<file path="config.mk">
export PLATFORM = sky130hd
export DESIGN_NAME = sfd_regs
export DESIGN_NICKNAME = d
export VERILOG_FILES = /design/src/hw/rtl/sfd_pkg.sv /design/src/hw/rtl/sfd_regs.sv
export SDC_FILE = /design/constraint.sdc
export NUM_CORES = 1
export LEC_CHECK = 0
export ABC_AREA = 1
export BUFFER_PORTS_ARGS = -buffer_cell sky130_fd_sc_hd__buf_2
export CORE_MARGIN = 2
export CORE_UTILIZATION = 51
export DETAILED_ROUTE_END_ITERATION = 12
export GPL_TIMING_DRIVEN = 0
export PLACE_DENSITY = 0.86
export SLEW_MARGIN = 20
export SYNTH_ARGS = -nofsm -noshare
export SYNTH_HDL_FRONTEND = slang
export SYNTH_SLANG_ARGS = --single-unit
</file>
<file path="constraint.sdc">
create_clock -name clk_i -period 1.8 [get_ports clk_i]
set_input_delay 0.09 -clock clk_i [delete_from_list [all_inputs] [get_ports clk_i]]
set_output_delay 0.09 -clock clk_i [all_outputs]
set_load 0.1 [all_outputs]
</file>
<file path="src/hw/rtl/sfd_pkg.sv">
`timescale 1ns / 1ps
// Shared types, constants and register map for the sample frame deframer.
package sfd_pkg;

  localparam int unsigned ChannelsDefault = 32;

  localparam int unsigned ByteW     = 8;
  localparam int unsigned ChanW     = 6;
  localparam int unsigned TripleW   = 7;
  localparam int unsigned RunW      = 3;
  localparam int unsigned SampRawW  = 16;
  localparam int unsigned SampleW   = 24;
  localparam int unsigned TimeW     = 42;
  localparam int unsigned EventW    = 9;
  localparam int unsigned GainW     = 16;
  localparam int unsigned OffsetW   = 24;
  localparam int unsigned CoefW     = 24;
  localparam int unsigned StateW    = 32;
  localparam int unsigned PaddrW    = 4;
  localparam int unsigned PdataW    = 32;
  localparam int unsigned OutTdataW = 88;

  // Hunt run length that ends the timestamp (six marked bytes).
  localparam logic [RunW-1:0] HuntLastPos = 3'd5;

  localparam logic [GainW-1:0]   GainReset   = 16'd12498;
  localparam logic [OffsetW-1:0] OffsetReset = 24'd768000;
  localparam logic [CoefW-1:0]   CoefReset   = 24'd16775357;

  typedef enum logic [3:0] {
    ST_HUNT,
    ST_TTL_IN,
    ST_TTL_OUT,
    ST_DATA,
    ST_MUL_GAIN,
    ST_CUR,
    ST_MUL_B,
    ST_MUL_A,
    ST_FINISH
  } sfd_state_e;

  typedef enum logic [1:0] {
    REG_GAIN   = 2'd0,
    REG_OFFSET = 2'd1,
    REG_COEF   = 2'd2
  } sfd_reg_e;

  typedef struct packed {
    logic [GainW-1:0]   gain;
    logic [OffsetW-1:0] offset;
    logic [CoefW-1:0]   coef;
  } sfd_cfg_t;

  typedef struct packed {
    logic             hunt_clear;
    logic             hunt_load;
    logic [RunW-1:0]  hunt_pos;
    logic             ttl_in_load;
    logic             ttl_out_load;
    logic             hi_load;
    logic             lo_load;
    logic             capture;
    logic [ChanW-1:0] channel;
    logic             last;
    logic             mul_gain;
    logic             cur_load;
    logic             mul_b;
    logic             mul_a;
    logic             finish;
  } sfd_cmd_t;

endpackage

</file>
<file path="src/hw/rtl/sfd_regs.sv">
`timescale 1ns / 1ps
// APB register file holding gain, offset and filter coefficient.
module sfd_regs (
  input  logic                         clk_i,
  input  logic                         rst_ni,
  input  logic                         psel,
  input  logic                         penable,
  input  logic                         pwrite,
  input  logic [sfd_pkg::PaddrW-1:0]   paddr,
  input  logic [sfd_pkg::PdataW-1:0]   pwdata,
  output logic [sfd_pkg::PdataW-1:0]   prdata,
  output logic                         pready,
  output sfd_pkg::sfd_cfg_t            cfg_o
);

  logic [sfd_pkg::GainW-1:0]   gain_q, gain_d;
  logic [sfd_pkg::OffsetW-1:0] offset_q, offset_d;
  logic [sfd_pkg::CoefW-1:0]   coef_q, coef_d;
  logic                        wr_en;
  logic [1:0]                  reg_idx;

  assign pready  = 1'b1;
  assign wr_en   = psel && penable && pwrite && pready;
  assign reg_idx = paddr[3:2];

  always_comb begin
    gain_d   = gain_q;
    offset_d = offset_q;
    coef_d   = coef_q;
    if (wr_en) begin
      case (reg_idx)
        sfd_pkg::REG_GAIN:   gain_d   = pwdata[sfd_pkg::GainW-1:0];
        sfd_pkg::REG_OFFSET: offset_d = pwdata[sfd_pkg::OffsetW-1:0];
        sfd_pkg::REG_COEF:   coef_d   = pwdata[sfd_pkg::CoefW-1:0];
        default: ;
      endcase
    end
  end

  always_comb begin
    case (reg_idx)
      sfd_pkg::REG_GAIN:   prdata = {16'd0, gain_q};
      sfd_pkg::REG_OFFSET: prdata = {8'd0, offset_q};
      sfd_pkg::REG_COEF:   prdata = {8'd0, coef_q};
      default:             prdata = '0;
    endcase
  end

  always_ff @(posedge clk_i or negedge rst_ni) begin
    if (!rst_ni) begin
      gain_q   <= sfd_pkg::GainReset;
      offset_q <= sfd_pkg::OffsetReset;
      coef_q   <= sfd_pkg::CoefReset;
    end else begin
      gain_q   <= gain_d;
      offset_q <= offset_d;
      coef_q   <= coef_d;
    end
  end

  assign cfg_o.gain   = gain_q;
  assign cfg_o.offset = offset_q;
  assign cfg_o.coef   = coef_q;

endmodule

</file>
==> results.toml <==
[timing]
finClkSkew_ns = 0
grt_setup_unrepaired = "no"
period_needed_ns = 1.607
hold_viol = 0
slew_viol_final = 0
fmax_mhz = 622.3
layout_setup_ws_ns = 0.1930
period_share = 0.8928
relSlewSlack = 0.4819
setup_tns_ns = 0
setup_viol = 0
tightest_slew_ns = 0.7772

[die]
die_y_um = 81.12
pin_count = 138
rows = 28
core_area_um2 = 5816
initial_core_util = 0.5215
die_x_um = 81.12
die-area_um2 = 6580

[synth]
seq_area_frac_synth = 0.5413
synth_top_family_by_area = "simple AND/OR/NAND/NOR gates"
yosys.cell_types.count = 15
synthAdderAreaFrac = 0
ys_ff_latch = 64
syn_inst = 388
syn_area_per_cell_um2 = 7.817
synthXorXnorAreaFrac = 0
synth-compound-area-share = 0
ys_top_cells_by_count = "268 x nand2_1, 32 x dfrtp_1, 32 x dfstp_2"
ys_warn_count = 0
synth_mux_area_frac = 0
yosysMostFrequentCell = "nand2_1"
synth_top_cell_by_area = "nand2_1"
synthSimpleGateAreaFrac = 0.3878
ys_top_cells_by_area = "nand2_1 33%, dfstp_2 28%, dfrtp_1 26%"
synth_edf_count = 0
async_flop_share = 1.000
synthFlopType = "dfstp_2"
syn_area_um2 = 3033
synth_top_area_frac = 0.3317

[detailed_routing]
num_vias = 3072
drc_errors = 0
dr_wl_met2_mm = 4.447
wl_per_cell_um = 13.86
routed_wl_mm = 8.719
dr.pass1.iters = 5
vias_per_cell = 4.884
dr_wl_met3_um = 533
antenna_left = 0
drt-met1-wl_mm = 3.452
drt_iter0_markers = 166
top_layer_used = "met4"

[grt]
grt_pass1_wl_mm = 13.68
grt_antenna_before_repair = 0
gr-usage-all-layers = 0.2759
overflow = 0
grt_pass1_vias = 2868
grt_max_degree = 65

[critical_path]
path_depth = 6
cp.required_ns = 1.71
timing.critical_path.mode_cell = "buf_2"
end_kind = "primary output"
ff2ff_setup_slack_ns = 1.06
path_max_fanout = 10
r2r-end = "coef_q[23]$_DFFE_PN1P_"
crit_arrival_ns = 1.52
startpoint = "paddr[3]"
cp_slowest_cell = "buf_2"
cp_num_buf_inv = 3
cp_top_family = "buffers and inverters"
worstRegToRegCells = 2
slowest_delay_ns = 0.42
r2r_start = "coef_q[23]$_DFFE_PN1P_"
critPathKind = "primary input to primary output"
cp_cell_sequence = "buf_2, nor2_2, buf_2, nand2_1, nand3_2, buf_2"
crit_path_start_kind = "primary input"
crit_end = "prdata[2]"

[placement]
pre_cts_slack_ns = 0.2053
port_buffers = 118
dpl.hpwl_mm = 5.864
gp_congestion = 0.7878

[pwr]
p_leak_uw = 0.002515
ir_worst_vdd_uv = 932.6
power.density_nw_per_um2 = 1666

[clocking]
clk_latency_ns = 0.33
clock_sinks = 64
cts_tree = "built"
cts_buffers = 9
cts_root_buf = "clkbuf_8"
cts_max_path_buffers = 2
postCtsResizedCells = 0
cts_max_level = 3
clkSlewWorstSetupHoldPaths_ns = 0.08

[layout]
multi_input_area_um2 = 1280
seqCellArea_um2 = 1642
final_nets = 590
fillCellCount = 445
area_delta_synth_final_pct = 39.85
final_layout_size_suffix_gt1_frac = 0.3881
diodes = 0

[job]
maxCapViolations = 0

[min_path]
hp-class = "primary input to flop"
min_delay_path_depth = 6

[status]
status = "finished, final reports clean"
cell type report:
type	instances	area share
Buffer	24	0.04454
Inverter	5	0.004425
Tap cell	75	0.02212
Multi-Input combinational cell	302	0.3018
Timing Repair Buffer	143	0.1988
Clock buffer	12	0.03658
Sequential cell	64	0.3870
Clock inverter	4	0.004720
cells in the final DEF, fill, tap and decap left out:
| cell | n |
|---|---|
| buf_4 | 16 |
| nor2_4 | 4 |
| inv_2 | 3 |
| inv_1 | 2 |
| nand2_1 | 268 |
| conb_1 | 9 |
| buf_6 | 5 |
| nand3_1 | 2 |
| clkbuf_8 | 11 |
| dfrtp_1 | 32 |
| nand2_4 | 2 |
| buf_2 | 121 |
| clkinv_2 | 4 |
| clkbuf_1 | 1 |
| nor2_2 | 1 |
| dlygate4sd3_1 | 25 |
| nand3_2 | 15 |
| dfstp_2 | 32 |
| nand2_2 | 1 |
metrics by stage:
stage                     total power, uW  utilization  instance area, um2  hold WS (ns)  std cells
after floorplan                      5376            -                3129       -0.2056        395
after CTS                            7058       0.7293                4242        0.1686        629
after global placement               5881       0.6558                3814        0.3031        588
after global routing                 7300       0.7293                4242        0.1929        629
final                                7065       0.7293                4242        0.1663        629
after detailed placement             5932       0.6562                3816        0.2180        588
power by group:
part / total, uW / switching [uW] / internal (uW)
registers: 2080 / 240 / 1840
clock network: 1100 / 539 / 566
logic: 3880 / 3370 / 501
total: 7060 / 4150 / 2910
sequential cells by signal, indices dropped and copies added, names as in the netlist:
register  count
offset_q     24
coef_q       24
gain_q       16
worst min-delay path, cell delays in order:
cell and delay (ns):
buf_2 0.11, inv_2 0.04, nand2_1 0.09, nor2_4 0.07, nand2_1 0.06, nand2_1 0.05
metal layers:
metal / track usage / vias to the layer above
li1: - / 1477
met1: 0.3482 / 1430
met2: 0.4612 / 137
met3: 0.04222 / 28
met4: 0.1407 / 0
met5: 0 / -
how the worst min path moves through the flow:
stage / from / end / slack [ns]
2_1_floorplan: rst_ni / coef_q[10]$_DFFE_PN0P_ / -0.21
3_3_place_gp: pwdata[17] / offset_q[17]$_DFFE_PN1P_ / 0.30
3_5_place_dp: rst_ni / coef_q[8]$_DFFE_PN0P_ / 0.22
4_1_cts: paddr[3] / gain_q[6]$_DFFE_PN1P_ / 0.17
5_1_grt: paddr[3] / gain_q[7]$_DFFE_PN1P_ / 0.19
6_report: paddr[3] / gain_q[6]$_DFFE_PN1P_ / 0.17
repair_timing:
item,4_1_cts,5_1_grt
endpoints found under the hold margin,86,0
setup buffers,0,0
setup endpoints to repair,0,0
hold buffers,25,0
kinds of logic after synthesis:
| group | count (synthesis) |
|---|---|
| AND/OR/NAND/NOR | 293 |
| other | 2 |
| flip-flops | 64 |
| buffers and inverters | 29 |
Note: power is estimated with default switching activity, not from simulation.
