==> src/hw/rtl/sfd_pkg.sv <==
`timescale 1ns / 1ps
// Shared types, constants and register map for the sample frame deframer.
package sfd_pkg;

  localparam int unsigned ChannelsDefault = 32;

  localparam int unsigned ByteW     = 8;
  localparam int unsigned ChanW     = 6;
  localparam int unsigned TripleW   = 7;
  localparam int unsigned RunW      = 3;
  localparam int unsigned SampRawW  = 16;
  localparam int unsigned SampleW   = 24;
  localparam int unsigned TimeW     = 42;
  localparam int unsigned EventW    = 9;
  localparam int unsigned GainW     = 16;
  localparam int unsigned OffsetW   = 24;
  localparam int unsigned CoefW     = 24;
  localparam int unsigned StateW    = 32;
  localparam int unsigned PaddrW    = 4;
  localparam int unsigned PdataW    = 32;
  localparam int unsigned OutTdataW = 88;

  // Hunt run length that ends the timestamp (six marked bytes).
  localparam logic [RunW-1:0] HuntLastPos = 3'd5;

  localparam logic [GainW-1:0]   GainReset   = 16'd12498;
  localparam logic [OffsetW-1:0] OffsetReset = 24'd768000;
  localparam logic [CoefW-1:0]   CoefReset   = 24'd16775357;

  typedef enum logic [3:0] {
    ST_HUNT,
    ST_TTL_IN,
    ST_TTL_OUT,
    ST_DATA,
    ST_MUL_GAIN,
    ST_CUR,
    ST_MUL_B,
    ST_MUL_A,
    ST_FINISH
  } sfd_state_e;

  typedef enum logic [1:0] {
    REG_GAIN   = 2'd0,
    REG_OFFSET = 2'd1,
    REG_COEF   = 2'd2
  } sfd_reg_e;

  typedef struct packed {
    logic [GainW-1:0]   gain;
    logic [OffsetW-1:0] offset;
    logic [CoefW-1:0]   coef;
  } sfd_cfg_t;

  typedef struct packed {
    logic             hunt_clear;
    logic             hunt_load;
    logic [RunW-1:0]  hunt_pos;
    logic             ttl_in_load;
    logic             ttl_out_load;
    logic             hi_load;
    logic             lo_load;
    logic             capture;
    logic [ChanW-1:0] channel;
    logic             last;
    logic             mul_gain;
    logic             cur_load;
    logic             mul_b;
    logic             mul_a;
    logic             finish;
  } sfd_cmd_t;

endpackage

==> src/hw/rtl/sfd_ctrl.sv <==
`timescale 1ns / 1ps
// Frame parser and compute sequencer for the deframer.
module sfd_ctrl #(
  parameter int unsigned CHANNELS = sfd_pkg::ChannelsDefault
) (
  input  logic                        clk_i,
  input  logic                        rst_ni,
  input  logic                        in_valid_i,
  input  logic [sfd_pkg::ByteW-1:0]   in_data_i,
  input  logic                        out_free_i,
  output logic                        in_ready_o,
  output sfd_pkg::sfd_cmd_t           cmd_o
);

  localparam logic [sfd_pkg::TripleW:0] Triples = (sfd_pkg::TripleW + 1)'(2 * CHANNELS);

  sfd_pkg::sfd_state_e            state_q, state_d;
  logic [sfd_pkg::RunW-1:0]       run_q, run_d;
  logic [1:0]                     pos_q, pos_d;
  logic [sfd_pkg::TripleW-1:0]    tri_q, tri_d;
  logic                           accept;
  logic [sfd_pkg::TripleW:0]      tri_inc;
  logic [sfd_pkg::TripleW:0]      tri_plus2;

  assign tri_inc   = {1'b0, tri_q} + 8'd1;
  assign tri_plus2 = {1'b0, tri_q} + 8'd2;

  always_comb begin
    state_d    = state_q;
    run_d      = run_q;
    pos_d      = pos_q;
    tri_d      = tri_q;
    cmd_o      = '0;
    cmd_o.hunt_pos = run_q;
    cmd_o.channel  = tri_q[sfd_pkg::TripleW-1:1];
    cmd_o.last     = (tri_plus2 >= Triples);
    in_ready_o = state_q inside {sfd_pkg::ST_HUNT, sfd_pkg::ST_TTL_IN,
                                 sfd_pkg::ST_TTL_OUT, sfd_pkg::ST_DATA};
    accept     = in_valid_i && in_ready_o;

    case (state_q)
      sfd_pkg::ST_HUNT: begin
        if (accept) begin
          if (in_data_i[0]) begin
            cmd_o.hunt_load = 1'b1;
            if (run_q == sfd_pkg::HuntLastPos) begin
              run_d   = '0;
              state_d = sfd_pkg::ST_TTL_IN;
            end else begin
              run_d = run_q + 3'd1;
            end
          end else begin
            cmd_o.hunt_clear = 1'b1;
            run_d            = '0;
          end
        end
      end
      sfd_pkg::ST_TTL_IN: begin
        if (accept) begin
          cmd_o.ttl_in_load = 1'b1;
          state_d           = sfd_pkg::ST_TTL_OUT;
        end
      end
      sfd_pkg::ST_TTL_OUT: begin
        if (accept) begin
          cmd_o.ttl_out_load = 1'b1;
          tri_d              = '0;
          pos_d              = '0;
          state_d            = sfd_pkg::ST_DATA;
        end
      end
      sfd_pkg::ST_DATA: begin
        if (accept) begin
          case (pos_q)
            2'd0: begin
              cmd_o.hi_load = 1'b1;
              pos_d         = 2'd1;
            end
            2'd1: begin
              cmd_o.lo_load = 1'b1;
              pos_d         = 2'd2;
            end
            default: begin
              pos_d = 2'd0;
              tri_d = tri_inc[sfd_pkg::TripleW-1:0];
              // only even triples carry a used channel
              if (!tri_q[0]) begin
                cmd_o.capture = 1'b1;
                state_d       = sfd_pkg::ST_MUL_GAIN;
              end
              if (tri_inc >= Triples) begin
                tri_d   = '0;
                run_d   = '0;
                state_d = sfd_pkg::ST_HUNT;
              end
            end
          endcase
        end
      end
      sfd_pkg::ST_MUL_GAIN: begin
        cmd_o.mul_gain = 1'b1;
        state_d        = sfd_pkg::ST_CUR;
      end
      sfd_pkg::ST_CUR: begin
        cmd_o.cur_load = 1'b1;
        state_d        = sfd_pkg::ST_MUL_B;
      end
      sfd_pkg::ST_MUL_B: begin
        cmd_o.mul_b = 1'b1;
        state_d     = sfd_pkg::ST_MUL_A;
      end
      sfd_pkg::ST_MUL_A: begin
        cmd_o.mul_a = 1'b1;
        state_d     = sfd_pkg::ST_FINISH;
      end
      sfd_pkg::ST_FINISH: begin
        if (out_free_i) begin
          cmd_o.finish = 1'b1;
          state_d      = sfd_pkg::ST_DATA;
        end
      end
      default: state_d = sfd_pkg::ST_HUNT;
    endcase
  end

  always_ff @(posedge clk_i or negedge rst_ni) begin
    if (!rst_ni) begin
      state_q <= sfd_pkg::ST_HUNT;
      run_q   <= '0;
      pos_q   <= '0;
      tri_q   <= '0;
    end else begin
      state_q <= state_d;
      run_q   <= run_d;
      pos_q   <= pos_d;
      tri_q   <= tri_d;
    end
  end

  a_finish_needs_room: assert property (@(posedge clk_i) disable iff (!rst_ni)
    cmd_o.finish |-> out_free_i)
    else $error("result finished while output register busy");

  a_triple_in_range: assert property (@(posedge clk_i) disable iff (!rst_ni)
    ({1'b0, tri_q} < Triples))
    else $error("triple index past end of frame");

  a_capture_stalls_input: assert property (@(posedge clk_i) disable iff (!rst_ni)
    cmd_o.capture |=> !in_ready_o ##1 !in_ready_o)
    else $error("input accepted during sample computation");

endmodule

==> config.mk <==
export PLATFORM = sky130hd
export DESIGN_NAME = sfd_ctrl
export DESIGN_NICKNAME = d
export VERILOG_FILES = /design/src/hw/rtl/sfd_pkg.sv /design/src/hw/rtl/sfd_ctrl.sv
export SDC_FILE = /design/constraint.sdc
export NUM_CORES = 1
export LEC_CHECK = 0
export BUFFER_PORTS_ARGS = -buffer_cell sky130_fd_sc_hd__buf_2
export CORE_ASPECT_RATIO = 0.7
export CORE_MARGIN = 5
export CORE_UTILIZATION = 39
export DETAILED_ROUTE_END_ITERATION = 10
export GPL_TIMING_DRIVEN = 0
export PLACE_DENSITY_LB_ADDON = 0.3
export SYNTH_ARGS = -nofsm -noshare
export SYNTH_HDL_FRONTEND = slang
export SYNTH_SLANG_ARGS = --single-unit
==> constraint.sdc <==
create_clock -name clk_i -period 1.9 [get_ports clk_i]
set_input_delay 0.095 -clock clk_i [delete_from_list [all_inputs] [get_ports clk_i]]
set_output_delay 0.095 -clock clk_i [all_outputs]
set_load 0.01 [all_outputs]
==> out/results.ini <==
[worst_hold_path]
hp-class=in2reg

[floorplanning]
die_x_um=72.6
io_pins=35
core-area_um2=2530
die_h_um=53.8
die_area_um2=3910
start_util_pct=42.2
rows=15

[clocking]
root_buffer=clkbuf_8
htreeDepth=1
cts_tree=yes
cts_buffer_depth=2
path_clk_slew_ns=0.06
clk_latency_ns=0.25
cts_buffers=3
numClockSinks=16

[power]
pwr-share-clk_pct=15.4
cellInternalPower_w=0.000915
finalPower_w=0.00161
p_comb_share_pct=50.3
p_per_area_nw_per_um2=1230
irDropWorstVdd_v=0.000645
p_sw_share_pct=43.3
pwr-share-seq_pct=34.3
p_leak_nw=0.694
power_switching_w=0.000699

[global_routing]
grt_pass1_wl_mm=4.12
grt_pass1_vias=897
grt_use_total_pct=13.9
grt_overflow=0
antenna_found_initial=0
grt_max_degree=17

[synthesis]
ys_seq_area_share_pct=37.4
yosysUniqueCellTypes=47
syn_avg_cell_area_um2=9.30
synth_area_um2=1070
ys_ff_latch=16
synth_nets=130
syn_inst=115
yosys_warnings=0

[run_status]
status=finished clean

[timing]
maxSlewViolCount=0
setup_violations=0
finalCritPeriodShare_pct=94.2
finalHoldViolations=0
skew_ns=0.00195
worstMarginPinSlew_ns=0.408
rsz0062_at_grt=false
finalSetupTns_ns=0
max_slew_margin_pct=72.6
period_minus_slack_ns=1.79
max_freq_ghz=0.559

[run]
maxCapViolations=0

[drt]
drc=0
drt_iter0_markers=29
viasPerCell=5.31
wl_per_cell_um=13.9
dr.pass1.iters=4
routed-via-count=962
wl_mm=2.52
ant_nets=0

[place]
placed_area_um2=1250
dp.final_hpwl_mm=1.94
numPortBuffers=27
place_congestion=0.815

[worst_setup_path]
cp.required_ns=1.80
critPathArrivalTime_ns=1.69
crit_fanout=8
setup.worst_path.start_class=flop
crit_path_end_kind=output pin
crit_type=reg2out

[layout]
design_area_um2=1310
drive_gt1_share_pct=36.7
syn2layout_area_growth_pct=22.8
final_common_cell=buf_2
antennaDiodeCount=0
layout_common_cells=29 x buf_2, 16 x dfrtp_1, 13 x nand2_1
finish.net_count=164

[area by class of cell]
class,instances,area [µm²]
fillers,263,1220
well taps,34,42.5
clock buffers,3,41.3
multi-input cells,90,632
inverters,4,15.0
flip-flops and latches,16,400
repair buffers,29,153
plain buffers,5,30.0
[power groups by stage]
stage | clock network (W) | registers, W | logic, W
2_1_floorplan | 0 | 0.000545 | 0.000568
3_3_place_gp | 0 | 0.000547 | 0.000775
3_5_place_dp | 0 | 0.000555 | 0.000796
4_1_cts | 0.000261 | 0.000550 | 0.000802
5_1_grt | 0.000277 | 0.000569 | 0.000901
6_report | 0.000249 | 0.000554 | 0.000811
[per-layer routing]
metal  GRT usage (%)  vias up  wire length [µm]
li1                -      490                 -
met1            19.6      452              1310
met2            21.0       18              1070
met3            4.29        2               128
met4            2.76        0                10
met5               0        -                 0
[registers in the layout (all words and copies together) (netlist names)]
register  count
pos_q         2
run_q         3
state_q       4
tri_q         7
[synthesized netlist by cell type (all sizes together)]
cell     n  area share (%)
and3     2             1.3
nor4b    1             1.4
a31o     1            0.82
o311ai   1            0.82
a21oi    8             4.1
or2b     1            0.82
nor4     3             2.3
nand4    2             1.8
nor2    10             3.5
mux2i    3             2.8
o21a     1            0.70
and4b    1             1.1
o21bai   2             1.4
inv      4             1.4
nand3b   2             1.4
a211o    1            0.82
a22o     1            0.82
nand3    5             2.8
a31oi    2             1.2
nor2b    1            0.59
o31ai    4             3.7
buf      4             2.3
a21o     3             2.1
clkbuf   1            0.35
o21ai    5             2.3
or2      1            0.59
dfrtp   16              37
and4bb   1             1.2
nor3     3             1.4
ha       3             3.5
nand2   13             4.6
a211oi   1             1.2
nand2b   2             1.2
and4     2             1.9
mux2     1             1.4
nor3b    2             2.5
and2     1            0.59
[final timing paths]
path	start	endpoint	slack (ns)	cells past startpoint
max	state_q[3]	cmd_o[14]	0.11	4
min	in_data_i[0]	run_q[0]	0.22	3
max reg2reg	tri_q[4]	state_q[0]	0.12	6
min reg2reg	tri_q[5]	tri_q[5]	0.51	1
max in group asynchronous	rst_ni	state_q[2]	1.34	2
min in group asynchronous	rst_ni	pos_q[0]	0.29	2
[through the flow]
stage	util, %	cells	setup WS [ns]	hold WS, ns
floorplan	-	115	0.214	-0.201
global placement	49.2	176	0.160	0.0382
detailed placement	49.2	176	0.139	0.0349
CTS	51.3	180	0.00788	0.210
global route	51.9	181	0.00470	0.239
finish	51.9	181	0.111	0.219
[cells by family (layout without fill, tap and decap cells)]
| kind of cell | count (synthesis) | count (layout) | synth area share (%) |
|---|---|---|---|
| AOI/OAI and AO/OA | 30 | 30 | 20.0 |
| adders and majority gates | 3 | 3 | 3.51 |
| and+or+nand+nor | 53 | 53 | 30.8 |
| muxes | 4 | 4 | 4.21 |
| DFF | 16 | 16 | 37.4 |
| buffers and inverters | 9 | 41 | 4.09 |
[timing repair]
item	CTS	global route
setup endpoints to repair	0	4
buffers inserted	0	1
resized for setup	0	4
hold buffers	1	0
endpoints found under the hold margin	16	0
[critical path, cell delays in order (launching register included)]
cell	delay, ns
dfrtp_1	0.48
nor2_2	0.27
nand3_2	0.18
nor4_1	0.33
buf_2	0.20
(Power assumes the default switching activity.)
